[src/i2c_eeprom_byte_master_defines.svh]
// ----------------------------------------------------------------------------
// i2c eeprom byte master assertion macros
// shared property shells for the bus master checks
// ----------------------------------------------------------------------------
`ifndef I2C_EEPROM_BYTE_MASTER_DEFINES_SVH
`define I2C_EEPROM_BYTE_MASTER_DEFINES_SVH

// same-cycle implication, quiet during reset
`define I2CBM_ASSERT_NOW(lbl, ante, cons, msg) \
	lbl: assert property (@(posedge clk) disable iff (!arst_n) (ante) |-> (cons)) \
		else $error(msg);

// next-cycle implication, quiet during reset
`define I2CBM_ASSERT_NEXT(lbl, ante, cons, msg) \
	lbl: assert property (@(posedge clk) disable iff (!arst_n) (ante) |=> (cons)) \
		else $error(msg);

`endif

[src/i2cbm_pkg.sv]
// ----------------------------------------------------------------------------
// i2cbm_pkg
// types, constants and reset values shared by the i2c eeprom byte master
// ----------------------------------------------------------------------------
package i2cbm_pkg;

	localparam int unsigned DIVIDER_WIDTH = 16;
	localparam int unsigned QP_W          = 16;
	localparam int unsigned DEV_W         = 7;
	localparam int unsigned ACKW_W        = 8;
	localparam int unsigned CFG_IDX_W     = 2;
	localparam int unsigned CFG_DATA_W    = 16;
	// compare width for count+1 against the quarter period
	localparam int unsigned CMP_W = (DIVIDER_WIDTH + 1 > QP_W + 1) ? DIVIDER_WIDTH + 1 : QP_W + 1;

	localparam logic [1:0] QTR_0 = 2'd0;
	localparam logic [1:0] QTR_1 = 2'd1;
	localparam logic [1:0] QTR_2 = 2'd2;
	localparam logic [1:0] QTR_3 = 2'd3;

	localparam logic [3:0] BITS_PER_BYTE = 4'd8;
	localparam logic       RW_WRITE      = 1'b0;
	localparam logic       RW_READ       = 1'b1;
	localparam logic       CMD_WRITE     = 1'b1;

	typedef enum logic [13:0] {
		ST_IDLE     = 14'b00000000000001,
		ST_START    = 14'b00000000000010,
		ST_TX_DEV   = 14'b00000000000100,
		ST_ACK_DEV  = 14'b00000000001000,
		ST_TX_ADDR  = 14'b00000000010000,
		ST_ACK_ADDR = 14'b00000000100000,
		ST_TX_DATA  = 14'b00000001000000,
		ST_ACK_DATA = 14'b00000010000000,
		ST_RESTART  = 14'b00000100000000,
		ST_TX_DEVR  = 14'b00001000000000,
		ST_ACK_DEVR = 14'b00010000000000,
		ST_RX       = 14'b00100000000000,
		ST_STOP     = 14'b01000000000000,
		ST_DONE     = 14'b10000000000000
	} stage_t;

	typedef enum logic [CFG_IDX_W-1:0] {
		CFG_DEVICE_ADDRESS = 2'd0,
		CFG_QUARTER_PERIOD = 2'd1,
		CFG_ACK_WAIT_LIMIT = 2'd2
	} cfg_index_t;

	typedef struct packed {
		logic [DEV_W-1:0]  device_address;
		logic [QP_W-1:0]   quarter_period;
		logic [ACKW_W-1:0] ack_wait_limit;
	} cfg_t;

	typedef struct packed {
		stage_t                   stage;
		logic [1:0]               quarter;
		logic [DIVIDER_WIDTH-1:0] div_count;
		logic [3:0]               bit_count;
		logic [7:0]               shift_byte;
		logic [ACKW_W-1:0]        ack_timer;
		logic                     held_command;
		logic [7:0]               held_address;
		logic [7:0]               held_data;
		logic [7:0]               received_byte;
		logic                     ack_fault;
	} seq_state_t;

	typedef struct packed {
		logic                     tick;
		logic [DIVIDER_WIDTH-1:0] count_inc;
	} div_status_t;

	typedef struct packed {
		logic       scl;
		logic       sda_low;
		logic       write_protect;
		logic       busy;
		logic       done;
		logic [7:0] read_data;
		logic       ack_missing;
	} result_t;

	localparam cfg_t CFG_RESET = '{
		device_address: 7'd80,
		quarter_period: 16'd100,
		ack_wait_limit: 8'd255
	};

	localparam seq_state_t SEQ_RESET = '{
		stage:         ST_IDLE,
		quarter:       QTR_0,
		div_count:     '0,
		bit_count:     '0,
		shift_byte:    '0,
		ack_timer:     '0,
		held_command:  1'b0,
		held_address:  '0,
		held_data:     '0,
		received_byte: '0,
		ack_fault:     1'b0
	};

endpackage

[src/i2cbm_divider.sv]
// ----------------------------------------------------------------------------
// i2cbm_divider
// quarter-bit divider compare: flags the tick that ends a line-change step
// ----------------------------------------------------------------------------
module i2cbm_divider (
	input  logic [i2cbm_pkg::DIVIDER_WIDTH-1:0] count,
	input  logic [i2cbm_pkg::QP_W-1:0]          quarter_period,
	output i2cbm_pkg::div_status_t              status
);
	import i2cbm_pkg::*;

	logic [CMP_W-1:0] count_plus;
	logic [CMP_W-1:0] qp_eff;
	logic             full;

	always_comb begin
		count_plus = CMP_W'(count) + CMP_W'(1);
		// zero period behaves as one
		qp_eff     = (quarter_period == '0) ? CMP_W'(1) : CMP_W'(quarter_period);
		full       = (count == '1);
		status.tick      = (count_plus >= qp_eff) || full;
		status.count_inc = count_plus[DIVIDER_WIDTH-1:0];
	end

endmodule

[src/i2cbm_seq.sv]
// ----------------------------------------------------------------------------
// i2cbm_seq
// bus sequencer next state and line levels for one tick
// ----------------------------------------------------------------------------
module i2cbm_seq (
	input  i2cbm_pkg::seq_state_t  cur,
	input  i2cbm_pkg::cfg_t        cfg,
	input  i2cbm_pkg::div_status_t div,
	input  logic                   go,
	input  logic                   command,
	input  logic [7:0]             mem_address,
	input  logic [7:0]             write_data,
	input  logic                   sda_in,
	output i2cbm_pkg::seq_state_t  nxt,
	output i2cbm_pkg::result_t     res
);
	import i2cbm_pkg::*;

	logic       is_ack;
	logic [3:0] bc_inc;

	always_comb begin
		nxt    = cur;
		bc_inc = cur.bit_count + 4'd1;
		is_ack = (cur.stage == ST_ACK_DEV) || (cur.stage == ST_ACK_ADDR) ||
			(cur.stage == ST_ACK_DATA) || (cur.stage == ST_ACK_DEVR);

		if (cur.stage == ST_IDLE || cur.stage == ST_DONE) begin
			nxt.stage   = ST_IDLE;
			nxt.quarter = QTR_0;
			if (go) begin
				nxt.held_command = command;
				nxt.held_address = mem_address;
				nxt.held_data    = write_data;
				nxt.ack_fault    = 1'b0;
				nxt.ack_timer    = '0;
				nxt.bit_count    = '0;
				nxt.div_count    = '0;
				nxt.stage        = ST_START;
			end
		end else if (!div.tick) begin
			nxt.div_count = div.count_inc;
		end else begin
			nxt.div_count = '0;
			if (is_ack && cur.quarter == QTR_1) begin
				// ack wait: scl high, hold the quarter until sda low or timeout
				if (!sda_in) begin
					nxt.quarter = QTR_2;
				end else if (cur.ack_timer >= cfg.ack_wait_limit) begin
					nxt.ack_fault = 1'b1;
					nxt.quarter   = QTR_2;
				end else begin
					nxt.ack_timer = cur.ack_timer + ACKW_W'(1);
				end
			end else if (cur.quarter != QTR_3) begin
				if (cur.stage == ST_RX && cur.quarter == QTR_2)
					nxt.shift_byte = {cur.shift_byte[6:0], sda_in};
				nxt.quarter = cur.quarter + 2'd1;
			end else begin
				nxt.quarter = QTR_0;
				unique case (cur.stage)
					ST_START: begin
						nxt.shift_byte = {cfg.device_address, RW_WRITE};
						nxt.bit_count  = '0;
						nxt.stage      = ST_TX_DEV;
					end
					ST_RESTART: begin
						nxt.shift_byte = {cfg.device_address, RW_READ};
						nxt.bit_count  = '0;
						nxt.stage      = ST_TX_DEVR;
					end
					ST_TX_DEV, ST_TX_ADDR, ST_TX_DATA, ST_TX_DEVR: begin
						nxt.shift_byte = {cur.shift_byte[6:0], 1'b0};
						nxt.bit_count  = bc_inc;
						if (bc_inc >= BITS_PER_BYTE) begin
							nxt.bit_count = '0;
							nxt.ack_timer = '0;
							unique case (cur.stage)
								ST_TX_DEV:  nxt.stage = ST_ACK_DEV;
								ST_TX_ADDR: nxt.stage = ST_ACK_ADDR;
								ST_TX_DATA: nxt.stage = ST_ACK_DATA;
								default:    nxt.stage = ST_ACK_DEVR;
							endcase
						end
					end
					ST_ACK_DEV: begin
						nxt.shift_byte = cur.held_address;
						nxt.bit_count  = '0;
						nxt.stage      = ST_TX_ADDR;
					end
					ST_ACK_ADDR: begin
						nxt.bit_count = '0;
						if (cur.held_command == CMD_WRITE) begin
							nxt.shift_byte = cur.held_data;
							nxt.stage      = ST_TX_DATA;
						end else begin
							nxt.stage = ST_RESTART;
						end
					end
					ST_ACK_DATA: nxt.stage = ST_STOP;
					ST_ACK_DEVR: begin
						nxt.shift_byte = '0;
						nxt.bit_count  = '0;
						nxt.stage      = ST_RX;
					end
					ST_RX: begin
						nxt.bit_count = bc_inc;
						if (bc_inc >= BITS_PER_BYTE) begin
							nxt.bit_count     = '0;
							nxt.received_byte = cur.shift_byte;
							nxt.stage         = ST_STOP;
						end
					end
					ST_STOP: nxt.stage = ST_DONE;
					default: nxt.stage = ST_IDLE;
				endcase
			end
		end
	end

	// line levels follow the state after this tick
	always_comb begin
		res.scl           = (nxt.quarter == QTR_1) || (nxt.quarter == QTR_2);
		res.sda_low       = 1'b0;
		res.write_protect = 1'b0;
		res.busy          = 1'b1;
		res.done          = 1'b0;
		res.read_data     = nxt.received_byte;
		res.ack_missing   = nxt.ack_fault;
		unique case (nxt.stage)
			ST_IDLE: begin
				res.scl  = 1'b1;
				res.busy = 1'b0;
			end
			ST_DONE: begin
				res.scl  = 1'b1;
				res.busy = 1'b0;
				res.done = 1'b1;
			end
			ST_START, ST_RESTART: res.sda_low = nxt.quarter[1];
			ST_TX_DEV, ST_TX_ADDR, ST_TX_DATA, ST_TX_DEVR: res.sda_low = !nxt.shift_byte[7];
			ST_STOP: begin
				res.scl     = (nxt.quarter != QTR_0);
				res.sda_low = !nxt.quarter[1];
			end
			default: ;
		endcase
	end

endmodule

[src/i2c_eeprom_byte_master.sv]
// ----------------------------------------------------------------------------
// i2c_eeprom_byte_master
// i2c master for an eeprom with 8-bit word addresses: byte write, random read
// ----------------------------------------------------------------------------
// Each input item is one bus tick and produces exactly one result item that
// carries the scl and open-drain sda levels for that tick, plus busy, a
// one-tick done pulse, the last byte read and an ack-missing flag. The block
// takes one item per clock cycle while not stalled: the whole tick update
// (divider compare, sequencer step, line decode) sits between the state
// registers and the result register; that loop sets the rate, and each
// result is out in the cycle after accept. The result register lets a new
// item in while the previous result is taken; input stalls only while a
// result is held under output stall. go is honoured in idle and on the done
// tick. Configuration (device address, quarter period, ack wait limit) is
// written through the cfg port, always ready, and should change only idle.
// ----------------------------------------------------------------------------
module i2c_eeprom_byte_master (
	input  logic                             clk,
	input  logic                             arst_n,
	// configuration writes
	input  logic                             cfg_valid,
	output logic                             cfg_ready,
	input  logic [i2cbm_pkg::CFG_IDX_W-1:0]  cfg_index,
	input  logic [i2cbm_pkg::CFG_DATA_W-1:0] cfg_data,
	// tick items in
	input  logic                             in_valid,
	output logic                             in_stall,
	input  logic                             go,
	input  logic                             command,
	input  logic [7:0]                       mem_address,
	input  logic [7:0]                       write_data,
	input  logic                             sda_in,
	// tick results out
	output logic                             out_valid,
	input  logic                             out_stall,
	output logic                             scl,
	output logic                             sda_low,
	output logic                             write_protect,
	output logic                             busy_res,
	output logic                             done_res,
	output logic [7:0]                       read_data,
	output logic                             ack_missing
);
	import i2cbm_pkg::*;

	`include "i2c_eeprom_byte_master_defines.svh"

	cfg_t        cfg_q;
	seq_state_t  state_q;
	seq_state_t  state_nxt;
	div_status_t div_stat;
	result_t     res_nxt;
	result_t     res_q;
	logic        out_valid_q;
	logic        accept;
	logic        in_done;
	logic        idle_go;
	logic        start_open;
	logic        in_ack_wait;

	// register writes never wait
	assign cfg_ready = 1'b1;

	always_ff @(posedge clk or negedge arst_n) begin
		if (!arst_n) begin
			cfg_q <= CFG_RESET;
		end else if (cfg_valid) begin
			unique case (cfg_index)
				CFG_DEVICE_ADDRESS: cfg_q.device_address <= cfg_data[DEV_W-1:0];
				CFG_QUARTER_PERIOD: cfg_q.quarter_period <= cfg_data[QP_W-1:0];
				CFG_ACK_WAIT_LIMIT: cfg_q.ack_wait_limit <= cfg_data[ACKW_W-1:0];
				default: ;  // unused index, write dropped
			endcase
		end
	end

	// quarter-bit divider compare
	i2cbm_divider u_div (
		.count          (state_q.div_count),
		.quarter_period (cfg_q.quarter_period),
		.status         (div_stat)
	);

	// one tick of the bus sequencer
	i2cbm_seq u_seq (
		.cur         (state_q),
		.cfg         (cfg_q),
		.div         (div_stat),
		.go          (go),
		.command     (command),
		.mem_address (mem_address),
		.write_data  (write_data),
		.sda_in      (sda_in),
		.nxt         (state_nxt),
		.res         (res_nxt)
	);

	// a held result under stall blocks the next item
	assign in_stall = out_valid_q && out_stall;
	assign accept   = in_valid && !in_stall;

	always_ff @(posedge clk or negedge arst_n) begin
		if (!arst_n) begin
			state_q     <= SEQ_RESET;
			out_valid_q <= 1'b0;
		end else if (accept) begin
			state_q     <= state_nxt;
			out_valid_q <= 1'b1;
		end else if (!out_stall) begin
			out_valid_q <= 1'b0;
		end
	end

	// result payload, loaded with each accepted item
	always_ff @(posedge clk) begin
		if (accept)
			res_q <= res_nxt;
	end

	assign out_valid     = out_valid_q;
	assign scl           = res_q.scl;
	assign sda_low       = res_q.sda_low;
	assign write_protect = res_q.write_protect;
	assign busy_res      = res_q.busy;
	assign done_res      = res_q.done;
	assign read_data     = res_q.read_data;
	assign ack_missing   = res_q.ack_missing;

	// checks on the sequencer

	assign in_done     = (state_q.stage == ST_DONE);
	assign idle_go     = accept && go && (state_q.stage == ST_IDLE);
	assign start_open  = (state_q.stage == ST_START) && (state_q.quarter == QTR_0) &&
		(state_q.div_count == '0);
	assign in_ack_wait = (state_q.quarter == QTR_1) &&
		((state_q.stage == ST_ACK_DEV) || (state_q.stage == ST_ACK_ADDR) ||
		(state_q.stage == ST_ACK_DATA) || (state_q.stage == ST_ACK_DEVR));

	// done lasts a single tick
	`I2CBM_ASSERT_NEXT(a_done_one_tick, accept && in_done, !in_done, "done held past one tick")

	// a request in idle opens a start cell with a cleared divider
	`I2CBM_ASSERT_NEXT(a_go_starts, idle_go, start_open, "go in idle gave no start cell")

	// the ack timer never runs past the wait limit while waiting
	`I2CBM_ASSERT_NOW(a_ack_timer_bound, in_ack_wait, state_q.ack_timer <= cfg_q.ack_wait_limit, "ack timer past limit")

	// input stalls only behind a held result
	`I2CBM_ASSERT_NOW(a_stall_cause, in_stall, out_valid_q, "input stalled with no result held")

endmodule
[config.mk]
export PLATFORM = sky130hd
export DESIGN_NAME = i2c_eeprom_byte_master
export DESIGN_NICKNAME = d
export VERILOG_FILES = /design/src/i2cbm_pkg.sv /design/src/i2cbm_divider.sv /design/src/i2cbm_seq.sv /design/src/i2c_eeprom_byte_master.sv
export VERILOG_INCLUDE_DIRS = /design/src /design/src/src
export SDC_FILE = /design/constraint.sdc
export NUM_CORES = 1
export LEC_CHECK = 0
export ABC_CLOCK_PERIOD_IN_PS = 4420
export BUFFER_PORTS_ARGS = -buffer_cell sky130_fd_sc_hd__buf_2
export CORE_UTILIZATION = 61
export DETAILED_ROUTE_END_ITERATION = 7
export GPL_TIMING_DRIVEN = 0
export HOLD_SLACK_MARGIN = 0.15
export PLACE_DENSITY = 0.81
export RECOVER_POWER = 100
export SLEW_MARGIN = 20
export SYNTH_ARGS = -nofsm -noshare
export SYNTH_HDL_FRONTEND = slang
export SYNTH_HIERARCHICAL = 1
export SYNTH_SLANG_ARGS = --single-unit
[constraint.sdc]
create_clock -name clk -period 4.42 [get_ports clk]
set_input_delay 0.663 -clock clk [delete_from_list [all_inputs] [get_ports clk]]
set_output_delay 0.663 -clock clk [all_outputs]
set_load 0.02 [all_outputs]
==> flow_summary_export.csv <==
group,metric,value,unit
outcome,status,"finished with violations",
outcome,failed_checks,"capacitance limit, slew limit",
hold_path,hold_class,"in -> reg",
cells_and_area,ff_latch_area,0.00319,mm^2
synth,yosysSeqAreaShare,39.2,%
place,gp_congestion,0.923,
setup_path,r2r_start,"state_q[46]$_DFFE_PN0P_",
clock_tree,cts_root_buf,"clkbuf_16",
clock_tree,cts_tree,"built",
setup_path,crit_required,4.60,ns
route,wl_per_cell,19.8,um
floorplanning,std_cell_rows,41,
sta,hold_violations,0,
route,ant_nets,0,
clock_tree,htree_levels,4,
floorplanning,die_height,118,um
route,firstDrtPassIters,6,
setup_path,startpoint_type,"flip-flop",
sta,fmax,227,MHz
route,wl,20.5,mm
cells_and_area,num-fill-cells,936,
route,drc_errors,0,
setup_path,reg2reg_slack,0.02,ns
power_and_ir_drop,power_leakage,4.11,nW
synth,synthXorXnorAreaFrac,2.15,%
synth,synth_top_family_by_area,"multiplexers",
cells_and_area,final_common_cell,"mux2_2",
floorplanning,start_util,63.5,%
synth,synth-edff-count,14,
clock_tree,path_clk_slew,0.06,ns
power_and_ir_drop,finalPower,4.16,mW
place,dpl_worst_slack,-0.193,ns
synth,synth_compound_area_share,14.0,%
floorplanning,die_x,118,um
cells_and_area,multi_input_area,0.00454,mm^2
synth,syn_area,0.00814,mm^2
cells_and_area,drive_gt1_share,32.2,%
run,drv_cap,1,
sta,slew_violations,54,
power_and_ir_drop,powerDensity,450,mW/mm^2
route,vias,6536,
route,drt_iter0_markers,537,
sta,worst_pin_slew,3.08,ns
place,io_buffers,57,
cells_and_area,area_growth,13.5,%
hold_path,holdPathEnd,"out_valid$_DFFE_PN0P_",
grt,grt.met3_usage,6.59,%
synth,synthArstFlopShare,88.7,%
sta,rsz0062_at_grt,"true",
sta,min_period_over_period,99.6,%
synth,yosys.area_share.simple,15.9,%
grt,grt_pass1_vias,6587,
synth,synthAdderAreaFrac,4.77,%
synth,ys_seq_elements,124,
setup_path,path_class,"reg -> reg",
clock_tree,cts_sinks,124,
cells_and_area,diodes,0,
setup_path,rr_endpoint,"scl$_DFFE_PP_",
grt,grt_first_pass_wirelength,33.6,mm
grt,overflow,0,
synth,synthCells,776,
sta,worst_slack,0.0168,ns
grt,grt-busiest-layer,"met2",
floorplanning,core_area,0.0128,mm^2
sta,setup-violations-final,0,
floorplanning,dieArea,0.0138,mm^2
sta,setup_tns,0,ns
clock_tree,worstSkewPairLatency,0.43,ns
grt,grtUsageTotal,31.1,%
synth,yosysWarningCount,6,
cells_and_area,nets,927,
sta,maxSlewHeadroom,-105,%
grt,grtUsageMet2,52.1,%
clock_tree,numCtsBuffers,17,
floorplanning,io_pins,59,
clock_tree,cts_hold_buf,0,
setup_path,crit_fanout,8,
power_and_ir_drop,ir_drop,448,uV
cells_and_area,layout_common_cells,"122 x mux2_2, 96 x dfrtp_1, 49 x nand2_1, 44 x buf_2, 43 x o21ai_0",
route,vias_per_cell,6.29,
setup_path,end_kind,"flip-flop",
clock_tree,cts_max_path_buffers,2,
synth,synth_cell_types,88,
setup_path,cp_cell_sequence,"ha_1 -> nand3_1 -> nand2b_2 -> xnor2_1 -> ha_1 -> nand4_1 -> nor2_1 -> a31oi_1 -> o2111ai_2 -> nand2_2 -> a21o_2 -> o32ai_2 -> and3_1 -> and4bb_1 -> nand3_1 -> mux2i_1 -> nand2_1",
setup_path,arrival,4.59,ns
hold_path,whs_path_depth,2,
grt,use_met1,39.5,%
grt,grt_max_degree,58,
setup_path,rr_worst_depth,17,
place,dp_hpwl,14.9,mm
cells_and_area,largest_reg_flops,78,
synth,syn_area_per_cell,10.5,um^2
hold_path,holdCritStartpoint,"in_valid",
cells_and_area,largest_register,"state_q",
setup_path,slowest_delay,0.46,ns
synth,synth_mux_area_share,18.5,%
sta,fin_skew,0.00788,ns
grt,antenna_found_initial,0,
sta,whs,0.440,ns
synth,ys.flop_type,"dfrtp_1",
setup_path,crit_slowest_cell,"dfrtp_1",
sta,period_needed,4.40,ns
synth,synth_fp_nets,849,
==> Yosys cell counts (all sizes together), types with 16 or more instances <==
cell type | number | area, um^2
nand2 | 52 | 200
nand3 | 32 | 160
dfrtp | 96 | 2400
ha | 31 | 388
clkbuf | 16 | 61.3
a22o | 18 | 158
nor2 | 31 | 121
mux2 | 132 | 1490
o21ai | 45 | 225
inv | 40 | 150
a21oi | 33 | 165
buf | 30 | 228
nor3 | 18 | 100
==> worst max path at each step <==
stage | from | cells past startpoint | end
floorplan | state_q[48]$_DFFE_PN0P_ | 18 | scl$_DFFE_PP_
CTS | state_q[48]$_DFFE_PN0P_ | 18 | sda_low$_DFFE_PP_
global placement | state_q[48]$_DFFE_PN0P_ | 18 | sda_low$_DFFE_PP_
finish | state_q[46]$_DFFE_PN0P_ | 17 | scl$_DFFE_PP_
detailed placement | state_q[48]$_DFFE_PN0P_ | 18 | sda_low$_DFFE_PP_
global route | state_q[46]$_DFFE_PN0P_ | 17 | scl$_DFFE_PP_
==> layout make-up <==
type	instances	area share [%]
repair buffers	59	3.22
clock inverters	15	1.65
clock buffers	17	4.60
multi-input cells	566	49.2
plain buffers	46	2.84
flip-flops and latches	124	34.5
inverters	40	1.63
well taps	172	2.33
==> stage by stage <==
| step | utilization [%] | cell area [um^2] | instances |
|---|---|---|---|
| after floorplan | - | 8140 | 776 |
| after global placement | 67.4 | 8640 | 1005 |
| after detailed placement | 67.6 | 8670 | 1006 |
| after CTS | 72.4 | 9290 | 1038 |
| after global routing | 72.0 | 9240 | 1039 |
| final | 72.0 | 9240 | 1039 |
==> critical path: cells and delay by family, from the launching register on <==
family          cells  cell delay (ns)
fa+ha+maj           2             0.59
compound gates      4             0.97
xor+xnor            1             0.17
flops               1             0.46
simple gates        9             1.78
mux                 1             0.20
==> routing by layer <==
metal | wire, um | vias up
met3 | 1310 | 51
met1 | 8660 | 3205
met5 | 0 | -
met2 | 9990 | 258
met4 | 574 | 0
li1 | - | 3022
==> logic make-up (layout without fill, tap and decap cells) <==
kind of cell,Yosys count,count (layout)
AOI/OAI and AO/OA,161,161
xor gates and xnor gates,20,20
muxes,134,134
other,2,2
buffers and inverters,86,177
adders and majority gates,31,31
DFF,124,124
and+or+nand+nor,218,218
==> power breakdown <==
part | leakage, nW | switching [mW] | internal, mW | total (mW)
Combinational | 2.28 | 0.651 | 0.568 | 1.22
Sequential | 1.55 | 0.192 | 1.37 | 1.56
Clock | 0.283 | 0.578 | 0.794 | 1.37
==> what timing repair did <==
item,4_1_cts,5_1_grt
setup endpoints to repair,10,29
resized for setup,9,8
hold endpoints to repair,0,0
pin swaps,1,1
buffers inserted,0,1
Note: power is estimated with default switching activity, not from simulation.
